$ cat src/date_day_number_difference_top_defines.svh
// Assertion macros for the date day number block.
// Used by the top level; expects i_clk and i_rst_n in scope.
`ifndef DATE_DAY_NUMBER_DIFFERENCE_TOP_DEFINES_SVH
`define DATE_DAY_NUMBER_DIFFERENCE_TOP_DEFINES_SVH

// same-cycle implication
`define DD_ASSERT_IMP(lbl, ante, cons, msg) \
    lbl: assert property (@(posedge i_clk) disable iff (!i_rst_n) (ante) |-> (cons)) \
        else $error(msg);

// next-cycle implication
`define DD_ASSERT_NXT(lbl, ante, cons, msg) \
    lbl: assert property (@(posedge i_clk) disable iff (!i_rst_n) (ante) |=> (cons)) \
        else $error(msg);

`endif

$ cat src/dd_pkg.sv
// Package for the date day number block: field widths, lane types,
// month table and mod-7 helper. No dependencies.
`timescale 1ns / 1ps

package dd_pkg;

    localparam int YEAR_W  = 14;
    localparam int MONTH_W = 4;
    localparam int DAY_W   = 5;
    localparam int NUM_W   = 23;   // exact day number of any 14-bit year
    localparam int OUTN_W  = 22;
    localparam int DIFF_W  = 23;
    localparam int WD_W    = 3;
    localparam int CUM_W   = 9;

    localparam int unsigned DAYS_PER_YEAR = 365;
    // floor(x / 100) == (x * RECIP_100) >> RECIP_SHIFT for x < 43690
    localparam int unsigned RECIP_100   = 5243;
    localparam int          RECIP_SHIFT = 19;
    localparam int          PROD_W      = 27;
    localparam int          Q100_W      = PROD_W - RECIP_SHIFT;

    typedef struct packed {
        logic [YEAR_W-1:0]  year;
        logic [MONTH_W-1:0] month;
        logic [DAY_W-1:0]   day;
    } t_date;

    typedef struct packed {
        logic [NUM_W-1:0] num;
    } t_lane_res;

    // days before the first of the month, common year; 13..15 see the full year
    function automatic logic [CUM_W-1:0] cum_days(input logic [MONTH_W-1:0] m);
        logic [CUM_W-1:0] v;
        case (m)
            4'd0:    v = 9'd0;
            4'd1:    v = 9'd0;
            4'd2:    v = 9'd31;
            4'd3:    v = 9'd59;
            4'd4:    v = 9'd90;
            4'd5:    v = 9'd120;
            4'd6:    v = 9'd151;
            4'd7:    v = 9'd181;
            4'd8:    v = 9'd212;
            4'd9:    v = 9'd243;
            4'd10:   v = 9'd273;
            4'd11:   v = 9'd304;
            4'd12:   v = 9'd334;
            default: v = 9'd365;
        endcase
        return v;
    endfunction

    // 8 == 1 mod 7, so fold 3-bit digits
    function automatic logic [WD_W-1:0] mod7(input logic [NUM_W-1:0] x);
        logic [5:0] s1;
        logic [3:0] s2;
        logic [WD_W-1:0] r;
        s1 = 6'({3'b0, x[2:0]}) + 6'(x[5:3]) + 6'(x[8:6]) + 6'(x[11:9])
           + 6'(x[14:12]) + 6'(x[17:15]) + 6'(x[20:18]) + 6'(x[22:21]);
        s2 = 4'({1'b0, s1[2:0]}) + 4'(s1[5:3]);
        if (s2 >= 4'd14) begin
            r = 3'd0;
        end else if (s2 >= 4'd7) begin
            r = 3'(s2 - 4'd7);
        end else begin
            r = s2[2:0];
        end
        return r;
    endfunction

endpackage

$ cat src/dd_if.sv
// Valid/ready channel interfaces for the date pair input and the result.
// Depends on dd_pkg for field widths.
`timescale 1ns / 1ps

interface dd_in_if import dd_pkg::*; ();
    logic               valid;
    logic               ready;
    logic [YEAR_W-1:0]  year_a;
    logic [MONTH_W-1:0] month_a;
    logic [DAY_W-1:0]   day_a;
    logic [YEAR_W-1:0]  year_b;
    logic [MONTH_W-1:0] month_b;
    logic [DAY_W-1:0]   day_b;

    modport source (output valid, year_a, month_a, day_a, year_b, month_b, day_b,
                    input ready);
    modport sink   (input valid, year_a, month_a, day_a, year_b, month_b, day_b,
                    output ready);
endinterface

interface dd_out_if import dd_pkg::*; ();
    logic                     valid;
    logic                     ready;
    logic [OUTN_W-1:0]        day_number_a;
    logic signed [DIFF_W-1:0] day_difference;
    logic [WD_W-1:0]          weekday_a;
    logic [WD_W-1:0]          weekday_b;

    modport source (output valid, day_number_a, day_difference, weekday_a, weekday_b,
                    input ready);
    modport sink   (input valid, day_number_a, day_difference, weekday_a, weekday_b,
                    output ready);
endinterface

$ cat src/date_day_number_difference_top.sv
// Top level of the date day number block: two lanes and a merge stage.
// Depends on dd_pkg, dd_if, dd_lane, dd_merge and the defines header.
//
//   channel  dir  beat contents
//   i_in     in   year/month/day of dates A and B
//   o_out    out  day_number_a, day_difference, weekday_a, weekday_b
//
// One beat accepted per cycle while the output is not stalled; an accepted
// beat passes three lane stages and the merge output register to o_out.
// Reset clears the stage valid bits only.
// A stalled output freezes the whole pipeline; i_in.ready follows it.
`timescale 1ns / 1ps
`include "date_day_number_difference_top_defines.svh"

module date_day_number_difference_top import dd_pkg::*; (
    input  logic     i_clk,
    input  logic     i_rst_n,
    dd_in_if.sink    i_in,
    dd_out_if.source o_out
);

    logic      w_adv;
    logic [2:0] r_vld;
    t_date     w_date_a, w_date_b;
    t_lane_res w_res_a, w_res_b;

    assign i_in.ready = w_adv;

    assign w_date_a = '{year: i_in.year_a, month: i_in.month_a, day: i_in.day_a};
    assign w_date_b = '{year: i_in.year_b, month: i_in.month_b, day: i_in.day_b};

    always_ff @(posedge i_clk) begin
        if (!i_rst_n) begin
            r_vld <= '0;
        end else if (w_adv) begin
            r_vld <= {r_vld[1:0], i_in.valid};
        end
    end

    dd_lane u_lane_a (
        .i_clk  (i_clk),
        .i_en   (w_adv),
        .i_date (w_date_a),
        .o_res  (w_res_a)
    );

    dd_lane u_lane_b (
        .i_clk  (i_clk),
        .i_en   (w_adv),
        .i_date (w_date_b),
        .o_res  (w_res_b)
    );

    dd_merge u_merge (
        .i_clk   (i_clk),
        .i_rst_n (i_rst_n),
        .i_vld   (r_vld[2]),
        .i_res_a (w_res_a),
        .i_res_b (w_res_b),
        .o_adv   (w_adv),
        .o_out   (o_out)
    );

    `DD_ASSERT_NXT(a_accept_enters, i_in.valid && i_in.ready, r_vld[0], "accepted beat lost")
    `DD_ASSERT_NXT(a_last_to_out, r_vld[2] && w_adv, o_out.valid, "beat lost at merge")
    `DD_ASSERT_NXT(a_stall_freeze, !w_adv, $stable(r_vld), "pipeline moved during stall")
    `DD_ASSERT_IMP(a_weekday_range, o_out.valid,
                   (o_out.weekday_a <= 3'd6) && (o_out.weekday_b <= 3'd6), "weekday out of range")

endmodule

$ cat src/dd_lane.sv
// One date-to-day-number lane, three register stages.
// Depends on dd_pkg.
`timescale 1ns / 1ps

module dd_lane import dd_pkg::*; (
    input  logic      i_clk,
    input  logic      i_en,
    input  t_date     i_date,
    output t_lane_res o_res
);

    // stage 1: products
    logic [NUM_W-1:0]   r_p365, n_p365;
    logic [YEAR_W-3:0]  r_p4, n_p4;
    logic [PROD_W-1:0]  r_pprod, n_pprod;
    logic [PROD_W-1:0]  r_yprod, n_yprod;
    logic [YEAR_W-1:0]  r_y1;
    logic [CUM_W-1:0]   r_cum1;
    logic               r_late1;
    logic [DAY_W-1:0]   r_d1;
    logic [YEAR_W-1:0]  w_p;

    // stage 2: year base and in-year offset
    logic [NUM_W-1:0]   r_base, n_base;
    logic [CUM_W:0]     r_rest, n_rest;
    logic [Q100_W-1:0]  w_qp, w_qy;
    logic               w_div100, w_leap;

    // stage 3
    logic [NUM_W-1:0]   r_num, n_num;

    always_comb begin
        w_p     = (i_date.year != '0) ? i_date.year - 1'b1 : '0;
        n_p365  = NUM_W'(w_p) * NUM_W'(DAYS_PER_YEAR);
        n_p4    = w_p[YEAR_W-1:2];
        n_pprod = PROD_W'(w_p) * PROD_W'(RECIP_100);
        n_yprod = PROD_W'(i_date.year) * PROD_W'(RECIP_100);
    end

    always_ff @(posedge i_clk) begin
        if (i_en) begin
            r_p365  <= n_p365;
            r_p4    <= n_p4;
            r_pprod <= n_pprod;
            r_yprod <= n_yprod;
            r_y1    <= i_date.year;
            r_cum1  <= cum_days(i_date.month);
            r_late1 <= (i_date.month > 4'd2);
            r_d1    <= i_date.day;
        end
    end

    always_comb begin
        w_qp     = r_pprod[PROD_W-1:RECIP_SHIFT];
        w_qy     = r_yprod[PROD_W-1:RECIP_SHIFT];
        w_div100 = (r_y1 == YEAR_W'(YEAR_W'(w_qy) * YEAR_W'(100)));
        w_leap   = ((r_y1[1:0] == 2'b00) && !w_div100) || (w_div100 && (w_qy[1:0] == 2'b00));
        n_base   = r_p365 + NUM_W'(r_p4) + NUM_W'(w_qp[Q100_W-1:2]) - NUM_W'(w_qp);
        n_rest   = (CUM_W+1)'(r_cum1) + (CUM_W+1)'(r_late1 & w_leap) + (CUM_W+1)'(r_d1);
    end

    always_ff @(posedge i_clk) begin
        if (i_en) begin
            r_base <= n_base;
            r_rest <= n_rest;
        end
    end

    assign n_num = r_base + NUM_W'(r_rest);

    always_ff @(posedge i_clk) begin
        if (i_en) begin
            r_num <= n_num;
        end
    end

    assign o_res.num = r_num;

endmodule

$ cat src/dd_merge.sv
// Merge stage: difference and weekdays from both lanes, output register.
// Depends on dd_pkg and dd_out_if.
`timescale 1ns / 1ps

module dd_merge import dd_pkg::*; (
    input  logic      i_clk,
    input  logic      i_rst_n,
    input  logic      i_vld,
    input  t_lane_res i_res_a,
    input  t_lane_res i_res_b,
    output logic      o_adv,
    dd_out_if.source  o_out
);

    logic                     r_valid;
    logic [OUTN_W-1:0]        r_num_a;
    logic signed [DIFF_W-1:0] r_diff, n_diff;
    logic [WD_W-1:0]          r_wd_a, r_wd_b;

    assign o_adv  = !r_valid || o_out.ready;
    assign n_diff = DIFF_W'(i_res_a.num - i_res_b.num);

    always_ff @(posedge i_clk) begin
        if (!i_rst_n) begin
            r_valid <= 1'b0;
        end else if (o_adv) begin
            r_valid <= i_vld;
        end
    end

    always_ff @(posedge i_clk) begin
        if (o_adv) begin
            r_num_a <= i_res_a.num[OUTN_W-1:0];
            r_diff  <= n_diff;
            r_wd_a  <= mod7(i_res_a.num);
            r_wd_b  <= mod7(i_res_b.num);
        end
    end

    assign o_out.valid          = r_valid;
    assign o_out.day_number_a   = r_num_a;
    assign o_out.day_difference = r_diff;
    assign o_out.weekday_a      = r_wd_a;
    assign o_out.weekday_b      = r_wd_b;

endmodule
$ cat src/flat_wrapper.sv
// flat-port wrapper written by rule: the top's interface ports become plain ports
module date_day_number_difference_top_flat import dd_pkg::*;
  (i_clk, i_rst_n, i_in_valid, i_in_year_a, i_in_month_a, i_in_day_a, i_in_year_b, i_in_month_b, i_in_day_b, i_in_ready, o_out_valid, o_out_day_number_a, o_out_day_difference, o_out_weekday_a, o_out_weekday_b, o_out_ready);
  dd_in_if i_in_i ();
  dd_out_if o_out_i ();
  input  logic i_clk;
  input  logic i_rst_n;
  input wire logic [$bits(i_in_i.valid)-1:0] i_in_valid;
  input wire logic [$bits(i_in_i.year_a)-1:0] i_in_year_a;
  input wire logic [$bits(i_in_i.month_a)-1:0] i_in_month_a;
  input wire logic [$bits(i_in_i.day_a)-1:0] i_in_day_a;
  input wire logic [$bits(i_in_i.year_b)-1:0] i_in_year_b;
  input wire logic [$bits(i_in_i.month_b)-1:0] i_in_month_b;
  input wire logic [$bits(i_in_i.day_b)-1:0] i_in_day_b;
  output wire logic [$bits(i_in_i.ready)-1:0] i_in_ready;
  output wire logic [$bits(o_out_i.valid)-1:0] o_out_valid;
  output wire logic [$bits(o_out_i.day_number_a)-1:0] o_out_day_number_a;
  output wire logic [$bits(o_out_i.day_difference)-1:0] o_out_day_difference;
  output wire logic [$bits(o_out_i.weekday_a)-1:0] o_out_weekday_a;
  output wire logic [$bits(o_out_i.weekday_b)-1:0] o_out_weekday_b;
  input wire logic [$bits(o_out_i.ready)-1:0] o_out_ready;
  assign i_in_i.valid = i_in_valid;
  assign i_in_i.year_a = i_in_year_a;
  assign i_in_i.month_a = i_in_month_a;
  assign i_in_i.day_a = i_in_day_a;
  assign i_in_i.year_b = i_in_year_b;
  assign i_in_i.month_b = i_in_month_b;
  assign i_in_i.day_b = i_in_day_b;
  assign i_in_ready = i_in_i.ready;
  assign o_out_valid = o_out_i.valid;
  assign o_out_day_number_a = o_out_i.day_number_a;
  assign o_out_day_difference = o_out_i.day_difference;
  assign o_out_weekday_a = o_out_i.weekday_a;
  assign o_out_weekday_b = o_out_i.weekday_b;
  assign o_out_i.ready = o_out_ready;
  date_day_number_difference_top u_core (.i_clk(i_clk), .i_rst_n(i_rst_n), .i_in(i_in_i), .o_out(o_out_i));
endmodule
$ cat config.mk
export PLATFORM = sky130hd
export DESIGN_NAME = date_day_number_difference_top_flat
export DESIGN_NICKNAME = d
export VERILOG_FILES = /design/src/dd_pkg.sv /design/src/dd_if.sv /design/src/date_day_number_difference_top.sv /design/src/dd_lane.sv /design/src/dd_merge.sv /design/src/flat_wrapper.sv
export VERILOG_INCLUDE_DIRS = /design/src /design/src/src
export SDC_FILE = /design/constraint.sdc
export NUM_CORES = 2
export LEC_CHECK = 0
export ABC_AREA = 1
export BUFFER_PORTS_ARGS = -buffer_cell sky130_fd_sc_hd__buf_4
export CAP_MARGIN = 20
export CORE_MARGIN = 4
export CORE_UTILIZATION = 40
export DETAILED_ROUTE_END_ITERATION = 6
export GPL_TIMING_DRIVEN = 0
export PLACE_DENSITY = 0.66
export SETUP_SLACK_MARGIN = 0.2
export SYNTH_ARGS = -nofsm -noshare
export SYNTH_HDL_FRONTEND = slang
export SYNTH_SLANG_ARGS = --single-unit
$ cat constraint.sdc
create_clock -name i_clk -period 23.5 [get_ports i_clk]
set_input_delay 3.525 -clock i_clk [delete_from_list [all_inputs] [get_ports i_clk]]
set_output_delay 3.525 -clock i_clk [all_outputs]
set_load 0.01 [all_outputs]
==> summary.txt <==
Timing
  • Final Cycle Share: 39.3%
  • Tmin final: 9240 ps
  • RSZ-0062 raised after global routing: false
  • Total Neg Setup Slack: 0 ps
  • Tightest Pin Transition: 978 ps
  • Final Max Slew Viols: 0
  • Highest Clock Rate: 108 MHz
  • Endpoints failing hold: 0
  • Setup Viol. Count Final: 0
  • Rel. slew slack: 34.3%
  • Clk_skew: 33.2 ps

Status
  • Status: complete, but fails checks
  • Violated checks: DRC

Setup path
  • Worst EP required: 23840 ps
  • CP Class: input pin to flop
  • Reg2Reg Setup Slack: 18220 ps
  • FF-to-FF End: u_core.u_merge.o_out.weekday_a[0]
  • Critical Path End Type: flop
  • CP max stage cell: fa_1
  • Startpoint types: input pin
  • R2R cell count: 18
  • CP arrival: 9580 ps
  • Critical Path Max Stage Delay: 540 ps
  • RR Startpoint: u_core.u_lane_a.o_res[1]
  • CP max FO: 10
  • Critical path's most frequent cell: inv_1

Synth
  • Post-synth EDFFs: 323
  • Mapped Nets: 5957
  • Ys flop type: edfxtp_1
  • Post-synthesis instance area: 41800 µm²
  • FFs w/ async S/R, synth: 0%
  • Flops & latches, synth: 327
  • Post-synth cell types: 50
  • Mapped Avg Cell Area: 8.74 µm²
  • Yosys warning count: 0
  • Syn Inst Count: 4781
  • Sequential share of the synthesized area: 23.4%

Final layout
  • Commonest non-fill, non-tap cell in the layout: inv_1
  • Fin nets: 6112
  • Share of layout cells above drive strength 1: 4.69%
  • Area of the multi-input gates: 27500 µm²
  • Fill cell count: 10100
  • Seq. cell area: 9780 µm²
  • Synthesis-to-layout area growth: 9.51%
  • Most frequent cells in the layout: inv_1 (1200), nand2_1 (845), ha_1 (718)

GRT
  • Largest net degree at the start of global routing: 140
  • Vias in the first global route: 31500
  • Antenna violations before repair: 2
  • Gr ovfl total: 0
  • Global routing's busiest layer: met2
  • Tot GR Track Use: 17.6%
  • Met1 Use GR: 23.6%
  • First-pass GRT wire length: 159000 µm
  • Met3 Track Usage GR: 2.00%
  • M2 GR Usage: 30.8%

Job
  • Max-Cap Viols: 0

Clock network
  • Clock sink count: 327
  • Clk pin slew, worst setup/hold paths: 60 ps
  • Root buffer cell: clkbuf_16
  • Post_cts resized: 0
  • Clk Latency, worst-skew pair: 590 ps
  • CTS H-tree lvls: 2
  • Post-CTS Setup Bufs: 0
  • Hold buffer count at CTS: 0
  • CTS max path bufs: 3
  • TritonCTS Buffers: 40
  • CTS tree: yes

Die
  • Die span in y: 331 µm
  • Core Area: 104000 µm²
  • I/O pin count: 103
  • Width of the die: 331 µm
  • Starting density of the core: 40.3%
  • Die area: 110000 µm²
  • Row count: 118

Route
  • Final wirelength: 95500 µm
  • Per-cell routed wire length: 15.0 µm
  • Iteration-0 DRC count of the detailed router: 1717
  • DRC violations left: 1
  • Via count: 30800
  • Routed Antenna Nets: 0
  • Vias per cell: 4.84
  • First drt pass iteration count: 7

Worst hold path
  • Hold endpoint: u_core.u_merge.o_out.valid
  • Min-delay src: u_core.r_vld[2]
  • Worst Hold Depth: 1
  • HP Class: flop to flop

Place
  • Final RePlAce weighted congestion: 0.929
  • Post-DP HPWL: 81800 µm
  • Port Buffers: 102
[synthesized netlist by cell type (2+ instances only)]
master	instances	share of area, %
xor2_1	105	2.2
ha_1	718	21
nand3_1	209	2.5
nand2_1	845	7.6
edfxtp_1	323	23
nor4_1	2	0.030
xnor2_1	52	1.1
inv_2	6	0.054
o21bai_1	27	0.48
nor2_1	266	2.4
nor3_2	2	0.048
o22ai_1	2	0.030
a31oi_1	9	0.13
o21ai_0	107	1.3
o211ai_1	4	0.072
clkbuf_1	2	0.018
nand4_1	72	1.1
o21a_1	13	0.23
o21ai_1	12	0.14
nor4_2	2	0.060
nand2_2	16	0.24
dfxtp_1	4	0.19
nand3b_1	7	0.13
or2_2	5	0.075
or2_1	2	0.030
inv_1	1201	11
o221ai_1	2	0.042
a211oi_1	3	0.054
a21boi_0	9	0.16
nand3_2	2	0.048
a21oi_1	239	2.9
o21ai_2	9	0.19
o21bai_2	2	0.054
fa_1	408	20
a21o_1	30	0.54
nor3_1	50	0.60
[cells by family (layout without fill, tap and decap cells)]
logic type / count (synthesis) / count (layout) / synth area share (%)
XOR/XNOR: 157 / 157 / 3.29
adder cells (fa/ha/maj): 1126 / 1126 / 41.0
AO/OA/AOI/OAI: 472 / 472 / 6.37
AND/OR/NAND/NOR: 1488 / 1488 / 15.0
flip-flops: 327 / 327 / 23.4
other: 0 / 2 / 0
buffers and inverters: 1211 / 1396 / 10.9
[final cells by class]
type                       count  area share, %
multi-input combinational   3243           60.1
antenna                        2         0.0109
tap                         1380           3.77
inverter                    1208           9.92
sequential                   327           21.4
clock buffer                  46           2.28
timing repair buffer         113           1.92
clock inverter                26          0.631
buffer                         3         0.0273
[layer usage]
layer / up-vias / wire length [µm]
met5: - / 0
met4: 0 / 1790
met3: 99 / 3840
met2: 524 / 46400
met1: 14600 / 43400
li1: 15500 / -
[worst max-delay path, delay by kind of cell]
family	cells	cell delay (ps)
fa+ha+maj	7	2990
simple gates	9	940
buf+inv	9	1370
compound gates	4	760
[stage by stage]
step                      worst slack (ps)  hold slack [ps]  cells  util, %  instance area (µm²)
final                                14260              476   6348     44.2                45800
after global routing                 13800              506   6346     44.2                45800
after CTS                            14060              485   6341     44.1                45700
after detailed placement             13450              469   6269     42.8                44400
after global placement                6470              457   6263     42.7                44300
after floorplan                      10040              441   4781        -                41800
[worst max-delay path by stage]
stage,start,slack (ps),to,cells past startpoint
after global routing,i_in_year_a[2],13800,u_core.u_lane_a.r_pprod[26],29
after floorplan,o_out_ready,10040,i_in_ready,2
after detailed placement,i_in_year_b[6],13450,u_core.u_lane_b.r_pprod[23],26
final,i_in_year_a[4],14260,u_core.u_lane_a.r_pprod[26],29
after global placement,o_out_ready,6470,i_in_ready,4
after CTS,i_in_year_b[6],14060,u_core.u_lane_b.r_pprod[23],26
[flip-flops by register name, indices dropped and copies added, names as in the netlist, 9 cells and up]
signal / cells
u_core.u_lane_a.o_res: 23
u_core.u_lane_a.r_base: 23
u_core.u_lane_a.r_cum1: 9
u_core.u_lane_a.r_p365: 23
u_core.u_lane_a.r_p4: 12
u_core.u_lane_a.r_rest: 10
u_core.u_lane_a.r_y1: 13
u_core.u_lane_a.r_yprod: 9
u_core.u_lane_b.o_res: 23
u_core.u_lane_b.r_base: 23
u_core.u_lane_b.r_cum1: 9
u_core.u_lane_b.r_p365: 23
u_core.u_lane_b.r_p4: 12
u_core.u_lane_b.r_rest: 10
u_core.u_lane_b.r_y1: 13
u_core.u_lane_b.r_yprod: 9
u_core.u_merge.o_out.day_difference: 23
u_core.u_merge.o_out.day_number_a: 22
Power is left out: the tool's default activity adds up to more than one toggle a clock period on the data nets, which glitch-free logic cannot reach.
